===== src/rtl/rmsd_pkg.sv =====
package rmsd_pkg;

  localparam int COORD_W   = 20;
  localparam int DIFF_W    = COORD_W + 1;
  localparam int PROD_W    = 2 * DIFF_W;
  localparam int SQ_W      = PROD_W - 1;
  localparam int SUM_W     = 60;
  localparam int CNT_W     = 17;
  localparam int DEV_W     = 21;
  localparam int MAX_PAIRS = 65536;
  localparam int DEV_MAX   = 1816187;

  localparam int ROOT_W     = SUM_W / 2;
  localparam int SQRT_REM_W = ROOT_W + 2;
  localparam int DIV_STEPS  = SUM_W;
  localparam int SQRT_STEPS = SUM_W / 2;
  localparam int ITER_W     = $clog2(DIV_STEPS);

  localparam logic [CNT_W-1:0] COUNT_MAX = CNT_W'(MAX_PAIRS);

  typedef struct packed {
    logic capture;
    logic square;
    logic accumulate;
    logic finish;
    logic div_step;
    logic sqrt_init;
    logic sqrt_step;
    logic result_load;
  } rmsd_cmd_t;

  typedef struct packed {
    logic last;
    logic out_free;
  } rmsd_status_t;

endpackage


===== src/rtl/rmsd_pair_if.sv =====
interface rmsd_pair_if;
  import rmsd_pkg::*;

  logic                      valid;
  logic                      ready;
  logic signed [COORD_W-1:0] first_x;
  logic signed [COORD_W-1:0] first_y;
  logic signed [COORD_W-1:0] first_z;
  logic signed [COORD_W-1:0] second_x;
  logic signed [COORD_W-1:0] second_y;
  logic signed [COORD_W-1:0] second_z;
  logic                      last_pair;

  modport source (
    output valid, first_x, first_y, first_z, second_x, second_y, second_z, last_pair,
    input  ready
  );

  modport sink (
    input  valid, first_x, first_y, first_z, second_x, second_y, second_z, last_pair,
    output ready
  );

endinterface


===== src/rtl/rmsd_result_if.sv =====
interface rmsd_result_if;
  import rmsd_pkg::*;

  logic             valid;
  logic             ready;
  logic [DEV_W-1:0] deviation;
  logic [CNT_W-1:0] pair_count;
  logic             overflow;

  modport source (
    output valid, deviation, pair_count, overflow,
    input  ready
  );

  modport sink (
    input  valid, deviation, pair_count, overflow,
    output ready
  );

endinterface


===== src/rtl/rmsd_ctrl.sv =====
module rmsd_ctrl (
  input  logic                  clk,
  input  logic                  rst,
  input  logic                  in_valid,
  output logic                  in_ready,
  input  rmsd_pkg::rmsd_status_t status,
  output rmsd_pkg::rmsd_cmd_t    cmd
);
  import rmsd_pkg::*;

  localparam logic [2:0] S_IDLE   = 3'd0;
  localparam logic [2:0] S_SQUARE = 3'd1;
  localparam logic [2:0] S_ACCUM  = 3'd2;
  localparam logic [2:0] S_DIV    = 3'd3;
  localparam logic [2:0] S_PREP   = 3'd4;
  localparam logic [2:0] S_SQRT   = 3'd5;
  localparam logic [2:0] S_WAIT   = 3'd6;

  logic [2:0]        state;
  logic [2:0]        state_next;
  logic [ITER_W-1:0] iter;
  logic [ITER_W-1:0] iter_next;

  assign in_ready = (state == S_IDLE);

  always_comb begin
    cmd        = '0;
    state_next = state;
    iter_next  = iter;
    unique case (state)
      S_IDLE: begin
        if (in_valid) begin
          cmd.capture = 1'b1;
          state_next  = S_SQUARE;
        end
      end
      S_SQUARE: begin
        cmd.square = 1'b1;
        state_next = S_ACCUM;
      end
      S_ACCUM: begin
        cmd.accumulate = 1'b1;
        if (status.last) begin
          cmd.finish = 1'b1;
          iter_next  = ITER_W'(DIV_STEPS - 1);
          state_next = S_DIV;
        end else begin
          state_next = S_IDLE;
        end
      end
      S_DIV: begin
        cmd.div_step = 1'b1;
        if (iter == '0) begin
          state_next = S_PREP;
        end else begin
          iter_next = iter - 1'b1;
        end
      end
      S_PREP: begin
        cmd.sqrt_init = 1'b1;
        iter_next     = ITER_W'(SQRT_STEPS - 1);
        state_next    = S_SQRT;
      end
      S_SQRT: begin
        cmd.sqrt_step = 1'b1;
        if (iter == '0) begin
          state_next = S_WAIT;
        end else begin
          iter_next = iter - 1'b1;
        end
      end
      S_WAIT: begin
        if (status.out_free) begin
          cmd.result_load = 1'b1;
          state_next      = S_IDLE;
        end
      end
      default: begin
        state_next = S_IDLE;
      end
    endcase
  end

  always_ff @(posedge clk) begin
    if (rst) begin
      state <= S_IDLE;
      iter  <= '0;
    end else begin
      state <= state_next;
      iter  <= iter_next;
    end
  end

endmodule


===== src/rtl/rmsd_datapath.sv =====
module rmsd_datapath (
  input  logic                   clk,
  input  logic                   rst,
  rmsd_pair_if.sink              pairs,
  rmsd_result_if.source          result,
  input  rmsd_pkg::rmsd_cmd_t    cmd,
  output rmsd_pkg::rmsd_status_t status
);
  import rmsd_pkg::*;

  logic signed [DIFF_W-1:0] diff_x;
  logic signed [DIFF_W-1:0] diff_y;
  logic signed [DIFF_W-1:0] diff_z;
  logic                     last_q;
  logic signed [PROD_W-1:0] prod_x;
  logic signed [PROD_W-1:0] prod_y;
  logic signed [PROD_W-1:0] prod_z;
  logic [SQ_W-1:0]          sq_x;
  logic [SQ_W-1:0]          sq_y;
  logic [SQ_W-1:0]          sq_z;

  logic [SUM_W-1:0] squared_sum;
  logic [CNT_W-1:0] pairs_seen;
  logic             overflowed;
  logic [SUM_W-1:0] pair_dist;
  logic             full;
  logic [SUM_W-1:0] sum_next;
  logic [CNT_W-1:0] count_next;
  logic             ovf_next;

  logic [SUM_W-1:0] div_quo;
  logic [CNT_W-1:0] div_den;
  logic [CNT_W-1:0] div_rem;
  logic [CNT_W:0]   div_shift;
  logic             div_ge;

  logic [SUM_W-1:0]      sq_val;
  logic [ROOT_W-1:0]     sq_root;
  logic [SQRT_REM_W-1:0] sq_rem;
  logic [SQRT_REM_W+1:0] sq_shift;
  logic [SQRT_REM_W+1:0] sq_trial;
  logic                  sq_ge;

  logic             out_valid;
  logic [DEV_W-1:0] out_dev;
  logic [CNT_W-1:0] out_count;
  logic             out_ovf;
  logic [CNT_W-1:0] res_count;
  logic             res_ovf;

  assign prod_x = diff_x * diff_x;
  assign prod_y = diff_y * diff_y;
  assign prod_z = diff_z * diff_z;

  assign pair_dist = SUM_W'(sq_x) + SUM_W'(sq_y) + SUM_W'(sq_z);
  assign full      = (pairs_seen == COUNT_MAX);

  always_comb begin
    if (full) begin
      sum_next   = squared_sum;
      count_next = pairs_seen;
    end else begin
      sum_next   = squared_sum + pair_dist;
      count_next = pairs_seen + 1'b1;
    end
    ovf_next = overflowed | full;
  end

  assign div_shift = {div_rem, div_quo[SUM_W-1]};
  assign div_ge    = (div_shift >= {1'b0, div_den});

  assign sq_shift = {sq_rem, sq_val[SUM_W-1 -: 2]};
  assign sq_trial = {2'b00, sq_root, 2'b01};
  assign sq_ge    = (sq_shift >= sq_trial);

  assign status.last     = last_q;
  assign status.out_free = !out_valid || result.ready;

  assign result.valid      = out_valid;
  assign result.deviation  = out_dev;
  assign result.pair_count = out_count;
  assign result.overflow   = out_ovf;

  always_ff @(posedge clk) begin
    if (cmd.capture) begin
      diff_x <= {pairs.first_x[COORD_W-1], pairs.first_x}
              - {pairs.second_x[COORD_W-1], pairs.second_x};
      diff_y <= {pairs.first_y[COORD_W-1], pairs.first_y}
              - {pairs.second_y[COORD_W-1], pairs.second_y};
      diff_z <= {pairs.first_z[COORD_W-1], pairs.first_z}
              - {pairs.second_z[COORD_W-1], pairs.second_z};
      last_q <= pairs.last_pair;
    end
    if (cmd.square) begin
      sq_x <= prod_x[SQ_W-1:0];
      sq_y <= prod_y[SQ_W-1:0];
      sq_z <= prod_z[SQ_W-1:0];
    end
    if (cmd.accumulate && cmd.finish) begin
      div_quo   <= sum_next;
      div_den   <= count_next;
      div_rem   <= '0;
      res_count <= count_next;
      res_ovf   <= ovf_next;
    end else if (cmd.div_step) begin
      div_quo <= {div_quo[SUM_W-2:0], div_ge};
      if (div_ge) begin
        div_rem <= CNT_W'(div_shift - {1'b0, div_den});
      end else begin
        div_rem <= div_shift[CNT_W-1:0];
      end
    end
    if (cmd.sqrt_init) begin
      sq_val  <= div_quo;
      sq_root <= '0;
      sq_rem  <= '0;
    end else if (cmd.sqrt_step) begin
      sq_val  <= {sq_val[SUM_W-3:0], 2'b00};
      sq_root <= {sq_root[ROOT_W-2:0], sq_ge};
      if (sq_ge) begin
        sq_rem <= SQRT_REM_W'(sq_shift - sq_trial);
      end else begin
        sq_rem <= sq_shift[SQRT_REM_W-1:0];
      end
    end
    if (cmd.result_load) begin
      out_dev   <= sq_root[DEV_W-1:0];
      out_count <= res_count;
      out_ovf   <= res_ovf;
    end
  end

  always_ff @(posedge clk) begin
    if (rst) begin
      squared_sum <= '0;
      pairs_seen  <= '0;
      overflowed  <= 1'b0;
      out_valid   <= 1'b0;
    end else begin
      if (cmd.accumulate) begin
        if (cmd.finish) begin
          squared_sum <= '0;
          pairs_seen  <= '0;
          overflowed  <= 1'b0;
        end else begin
          squared_sum <= sum_next;
          pairs_seen  <= count_next;
          overflowed  <= ovf_next;
        end
      end
      if (cmd.result_load) begin
        out_valid <= 1'b1;
      end else if (result.ready) begin
        out_valid <= 1'b0;
      end
    end
  end

endmodule


===== src/rtl/rmsd_of_paired_points.sv =====
// Each word is handled in turn: capture differences, square, accumulate; no new word is taken meanwhile.
// A word marked last then runs a 60-step restoring divide of the sum by the count, a setup
// step, a 30-step bit-pair square root and a load of the result word into the output
// register. The load waits while the output register holds a word that is not yet taken.
// Synchronous active-high reset clears the sum, the count, the overflow flag
// and the output valid.
module rmsd_of_paired_points (
  input  logic          clk,
  input  logic          rst,
  rmsd_pair_if.sink     pairs,
  rmsd_result_if.source result
);
  import rmsd_pkg::*;

  rmsd_cmd_t    cmd;
  rmsd_status_t status;
  logic         in_ready;

  assign pairs.ready = in_ready;

  rmsd_ctrl u_ctrl (
    .clk      (clk),
    .rst      (rst),
    .in_valid (pairs.valid),
    .in_ready (in_ready),
    .status   (status),
    .cmd      (cmd)
  );

  rmsd_datapath u_datapath (
    .clk    (clk),
    .rst    (rst),
    .pairs  (pairs),
    .result (result),
    .cmd    (cmd),
    .status (status)
  );

endmodule


===== src/flat_wrapper.sv =====
// flat-port wrapper written by rule: the top's interface ports become plain ports
module rmsd_of_paired_points_flat import rmsd_pkg::*;
  (clk, rst, pairs_valid, pairs_first_x, pairs_first_y, pairs_first_z, pairs_second_x, pairs_second_y, pairs_second_z, pairs_last_pair, pairs_ready, result_valid, result_deviation, result_pair_count, result_overflow, result_ready);
  rmsd_pair_if pairs_i ();
  rmsd_result_if result_i ();
  input  logic clk;
  input  logic rst;
  input wire logic [$bits(pairs_i.valid)-1:0] pairs_valid;
  input wire logic [$bits(pairs_i.first_x)-1:0] pairs_first_x;
  input wire logic [$bits(pairs_i.first_y)-1:0] pairs_first_y;
  input wire logic [$bits(pairs_i.first_z)-1:0] pairs_first_z;
  input wire logic [$bits(pairs_i.second_x)-1:0] pairs_second_x;
  input wire logic [$bits(pairs_i.second_y)-1:0] pairs_second_y;
  input wire logic [$bits(pairs_i.second_z)-1:0] pairs_second_z;
  input wire logic [$bits(pairs_i.last_pair)-1:0] pairs_last_pair;
  output wire logic [$bits(pairs_i.ready)-1:0] pairs_ready;
  output wire logic [$bits(result_i.valid)-1:0] result_valid;
  output wire logic [$bits(result_i.deviation)-1:0] result_deviation;
  output wire logic [$bits(result_i.pair_count)-1:0] result_pair_count;
  output wire logic [$bits(result_i.overflow)-1:0] result_overflow;
  input wire logic [$bits(result_i.ready)-1:0] result_ready;
  assign pairs_i.valid = pairs_valid;
  assign pairs_i.first_x = pairs_first_x;
  assign pairs_i.first_y = pairs_first_y;
  assign pairs_i.first_z = pairs_first_z;
  assign pairs_i.second_x = pairs_second_x;
  assign pairs_i.second_y = pairs_second_y;
  assign pairs_i.second_z = pairs_second_z;
  assign pairs_i.last_pair = pairs_last_pair;
  assign pairs_ready = pairs_i.ready;
  assign result_valid = result_i.valid;
  assign result_deviation = result_i.deviation;
  assign result_pair_count = result_i.pair_count;
  assign result_overflow = result_i.overflow;
  assign result_i.ready = result_ready;
  rmsd_of_paired_points u_core (.clk(clk), .rst(rst), .pairs(pairs_i), .result(result_i));
endmodule

===== config.mk =====
export PLATFORM = sky130hd
export DESIGN_NAME = rmsd_of_paired_points_flat
export DESIGN_NICKNAME = d
export VERILOG_FILES = /design/src/rtl/rmsd_pkg.sv /design/src/rtl/rmsd_pair_if.sv /design/src/rtl/rmsd_result_if.sv /design/src/rtl/rmsd_ctrl.sv /design/src/rtl/rmsd_datapath.sv /design/src/rtl/rmsd_of_paired_points.sv /design/src/flat_wrapper.sv
export SDC_FILE = /design/constraint.sdc
export NUM_CORES = 2
export LEC_CHECK = 0
export BUFFER_PORTS_ARGS = -buffer_cell sky130_fd_sc_hd__buf_2
export CORE_MARGIN = 5
export CORE_UTILIZATION = 42
export DETAILED_ROUTE_END_ITERATION = 16
export GPL_ROUTABILITY_DRIVEN = 0
export PLACE_DENSITY_LB_ADDON = 0.1
export REMOVE_ABC_BUFFERS = 1
export SETUP_SLACK_MARGIN = 0.5
export SKIP_LAST_GASP = 1
export SYNTH_ARGS = -nofsm -noshare
export SYNTH_HDL_FRONTEND = slang
export SYNTH_SLANG_ARGS = --single-unit

===== constraint.sdc =====
create_clock -name clk -period 12.8 [get_ports clk]
set_input_delay 0 -clock clk [delete_from_list [all_inputs] [get_ports clk]]
set_output_delay 0 -clock clk [all_outputs]
set_load 0.02 [all_outputs]

Word-level counts from Yosys, hierarchy flattened
Index checks and enable logic that the tools add are counted.
Widths: inputs -> output; s select.
Storage, ports and cells
  output and inout port bits: 41
  flip-flop bits (word level): 531
  logic and storage cells: 96
Cells by class
  multipliers: 3
  reduce and logical (&&, ||, !) cells: 12
  add/sub/neg operators: 10
  order comparisons: 2
  bitwise gates (word level): 1
  eq/ne operators: 13
  multiplexer cells: 32
Operators with widths (count)
  $mux 60: 6
  $mul 21x21->41: 3
  $sub 20x20->21: 3
  $add 60x43->60: 1
  $mux 17: 3
  $add 42x41->43: 1
  $add 41x41->42: 1
  $ge 34x32->1: 1
  $mux 32: 1
  $sub 32x32->32: 1
  $pmux 3 s7: 1
  $ge 18x17->1: 1
  $pmux 6 s3: 1
  $add 17x1->17 const B: 1
  $eq 17x17->1 const B: 1
  $sub 17x17->17: 1
  $mux 1: 12
  $mux 3: 4
  $mux 6: 2
  $ne 2x2->1 const B: 5
  $eq 3x3->1 const B: 3
  $eq 3x2->1 const B: 2
  $logic_not 6->1: 1
  $reduce_bool 2->1: 3
  other kinds (13): 14

Longest topological paths before layout
  depth after elaboration: 5
  mapped depth: 28
  gate-level depth less buffers: 27

Least setup slack after synthesis
No wires, ideal clock.
  path kind: flip-flop to flip-flop
  start: register u_core.u_ctrl.state[0]
  end: register u_core.u_datapath.sq_x[0] (enable)
  path buffers: 1
  clock period less this slack: 9.663 ns
  arrival: 8.918 ns
  setup slack: 3.137 ns
  library setup time: 0.746 ns
  stages on the path, launching flop included: 4
  required time: 12.054 ns
  cell sequence: dfxtp_1 > clkbuf_1 > inv_1 > nor3_1
Between the ends
  longest elaborated chain between the ends: 2
RTL lines
  from (decl): line rmsd_ctrl.sv:19  | logic [2:0] state;
  from (signal assigned): line rmsd_ctrl.sv:89  | state <= state_next;
  $eq 3x1->1: line rmsd_ctrl.sv:30  | unique case (state)
  $mux 1: line rmsd_ctrl.sv:30
  to (signal assigned): line rmsd_datapath.sv:95  | sq_x <= prod_x[SQ_W-1:0];
  to (decl): line rmsd_datapath.sv:18  | logic [SQ_W-1:0] sq_x;
No other way between the ends.
A chain may end at the register's enable or synchronous reset.

Worst setup path after layout
  start: register u_core.u_datapath.diff_z[5]
  end: register u_core.u_datapath.sq_z[40], data pin
Between the ends
  longest elaborated chain between the ends: 1
RTL lines
  from (decl): line rmsd_datapath.sv:13  | logic signed [DIFF_W-1:0] diff_z;
  from (signal assigned): line rmsd_datapath.sv:90  | diff_z <= {pairs.first_z[COORD_W-1], pairs.first_z}
  $mul 21x21->41: line rmsd_datapath.sv:53  | assign prod_z = diff_z * diff_z;
  named net u_core.u_datapath.prod_z[40]: line rmsd_datapath.sv:17  | logic signed [PROD_W-1:0] prod_z;
  to (signal assigned): line rmsd_datapath.sv:97  | sq_z <= prod_z[SQ_W-1:0];
  to (decl): line rmsd_datapath.sv:20  | logic [SQ_W-1:0] sq_z;
The timed path passes the listed nets, and every way through them passes these cells.

==> reports/qor.txt <==
Inst Count DP: 9696
Yosys warns: 0
Fin crit period: 8570 ps
Setup Fix Bufs, Post-CTS: 0
Post-synth ARST share: 0%
Main synth FF type: edfxtp_1
Synthesis-stage register bit count: 528
Tcrit/Tclk final: 66.9%
Clk_skew: 45.4 ps
Share of cells above drive strength 1: 5.98%
Most frequent cells in the layout: inv_1, fa_1, nand2_1
Die X: 425 um
Hpwl dp: 138 mm
Netlist cell types: 93
Drt wl/cell: 17.4 um
Worst Tran Pin Value: 1110 ps
Setup crit end kind: flop
Critical-path top delay cell: a2111oi_0
CP most frequent cell: fa_1
Clock Sinks: 528
Critical path arrival: 8960 ps
Worst EP required: 13190 ps
Non-Filler Instances: 9991
FMAX: 117 MHz
Commonest non-fill, non-tap cell in the layout: inv_1
Grt total ovfl: 0
Clock Path Buffers: 3
Starting Density: 42.2%
PortBufs: 165
Post-route ant nets: 0
Die footprint: 0.180 mm2
Mapped Area: 0.0722 mm2
Slew Viols, Final: 0
Initial antenna violation count: 1
Hold path depth: 5
P&R area growth vs syn: 10.2%
Sequential-to-total area share from yosys stat: 19.6%
Iteration-0 DRC Markers: 2493
Status: completed
TritonCTS buffer count: 66
Final net count: 9585
Clock slew seen by the registers of the worst setup and hold paths: 60 ps
Slew headroom: 24.2%
DRC: 0
Clk root buf: clkbuf_16
Final setup viols: 0
Io pins: 166
Reg2Reg Setup Slack: 4230 ps
TritonRoute pass-1 iters: 5
Vias in the first global route: 53100
CTS tree: yes
R2r worst-path depth: 26
Tot GR Track Use: 19.9%
Setup TNS: 0 ps
Crit Path Class: flop to flop
Critical path's largest stage delay: 940 ps
Worst Hold Launch: pairs_second_z[13]
RR Endpoint: u_core.u_datapath.sq_z[40]
Setup WS pre-CTS: 4230 ps
Syn avg cell area: 9.78 um2
Final hold vios: 0
RSZ-0062 raised after global routing: no
First-pass GRT wire length: 287 mm
Total wire length: 173 mm
H-tree depth: 3
Max Cap Violations: 0
Vias per cell: 4.94
Crit-path max FO: 17
Core Box Area: 0.171 mm2
Via count: 49400
Clock insertion delay at the later pin of the skew report: 680 ps
Reg2reg start: u_core.u_datapath.diff_z[5]
Setup WS post-layout: 4230 ps
Hold WC Path Type: primary input to flop
Utilization after layout: 46.5%
Die height: 425 um
WHS Endpoint: u_core.u_datapath.diff_z[14]
Post-synth EDFFs: 361
Cells after synthesis: 7387
Largest net degree at the start of global routing: 93
Rows: 152
Fill count: 16400
Startpoint Class: flop
[cells in the mapped netlist, drive strengths merged (24+ instances only)]
master | instances | share of area, %
a211oi | 38 | 0.42
nor2b | 30 | 0.26
nor2 | 338 | 1.8
nand2 | 665 | 3.5
mux2 | 63 | 0.98
nand2b | 47 | 0.41
xor2 | 107 | 1.3
a21oi | 251 | 1.7
xnor2 | 232 | 2.8
and2 | 234 | 2.0
and3 | 37 | 0.32
nand3 | 116 | 0.80
nor3 | 52 | 0.37
fa | 1310 | 36
clkbuf | 220 | 1.1
nand4 | 32 | 0.31
a22oi | 39 | 0.41
o21ai | 239 | 1.7
a31oi | 56 | 0.48
mux2i | 25 | 0.35
or3 | 24 | 0.21
inv | 1751 | 9.1
o21a | 33 | 0.34
ha | 523 | 9.1
dfxtp | 167 | 4.6
a21o | 134 | 1.4
edfxtp | 361 | 15
[worst max-delay path: cells and delay by family (launching register included)]
kind	cells	cell delay, ps
AND/OR/NAND/NOR	4	650
buffers and inverters	7	890
XOR/XNOR	1	130
adder cells (fa/ha/maj)	8	3740
AO/OA/AOI/OAI	6	2040
flip-flops	1	830
[metrics by stage]
step	area (um2)	hold slack (ps)
finish	79600	58.6
global route	79600	79.5
CTS	79600	0.609
detailed placement	75600	232
global placement	75600	240
floorplan	71300	69.1
[metal layers]
layer,up-vias,share of wire [%],wire length (um),global-route usage [%]
met4,0,2.4,4200,4.89
met3,168,4.0,6900,2.57
met5,-,0,0,0
met2,795,47,81900,33.0
met1,24900,46,80400,27.8
li1,23500,-,-,-
[how the worst max path moves through the flow]
stage / slack, ps / cells past startpoint / to / startpoint
floorplan: 2600 / 2 / u_core.u_datapath.sq_x[0] / u_core.u_ctrl.state[0]
global placement: 4330 / 26 / u_core.u_datapath.sq_z[40] / u_core.u_datapath.diff_z[5]
detailed placement: 4230 / 26 / u_core.u_datapath.sq_z[40] / u_core.u_datapath.diff_z[5]
CTS: 4240 / 26 / u_core.u_datapath.sq_z[40] / u_core.u_datapath.diff_z[5]
global route: 3650 / 22 / u_core.u_datapath.sq_y[40] / u_core.u_datapath.diff_y[20]
finish: 4230 / 26 / u_core.u_datapath.sq_z[40] / u_core.u_datapath.diff_z[5]
[timing repair]
item                                   CTS  global route
endpoints found under the hold margin  163             0
gates resized for setup                  0             0
hold buffers                           173             0
[final cells by class]
| cell class | instances | area [um2] | share of cell area, % |
|---|---|---|---|
| clock inverters | 37 | 454 | 0.571 |
| well taps | 2310 | 2890 | 3.63 |
| clock buffers | 84 | 1790 | 2.25 |
| flip-flops and latches | 528 | 14200 | 17.8 |
| diodes | 1 | 2.50 | 0.00314 |
| inverters | 1757 | 6600 | 8.29 |
| multi-input cells | 4863 | 50600 | 63.5 |
| repair buffers | 411 | 3120 | 3.92 |
[logic make-up after synthesis]
family | Yosys count | synth area share [%]
and+or+nand+nor | 1627 | 10.5
DFF | 528 | 19.6
adders and majority gates | 1833 | 45.4
muxes | 88 | 1.33
buffers and inverters | 1996 | 10.4
AOI/OAI and AO/OA | 975 | 8.68
xor gates and xnor gates | 339 | 4.11
other | 1 | 0.00519
[sequential cells by signal (all words and copies together), names as in the netlist, 21 cells and up]
register / flops
u_core.u_datapath.sq_z: 40
u_core.u_datapath.result.deviation: 21
u_core.u_datapath.diff_y: 21
u_core.u_datapath.diff_x: 21
u_core.u_datapath.sq_x: 40
u_core.u_datapath.diff_z: 21
u_core.u_datapath.squared_sum: 60
u_core.u_datapath.div_quo: 60
u_core.u_datapath.sq_val: 60
u_core.u_datapath.sq_y: 40
u_core.u_datapath.sq_root: 30
u_core.u_datapath.sq_rem: 32
Power is not shown: default switching activity piles up to over one toggle a cycle in this logic, so the estimate is an artifact.
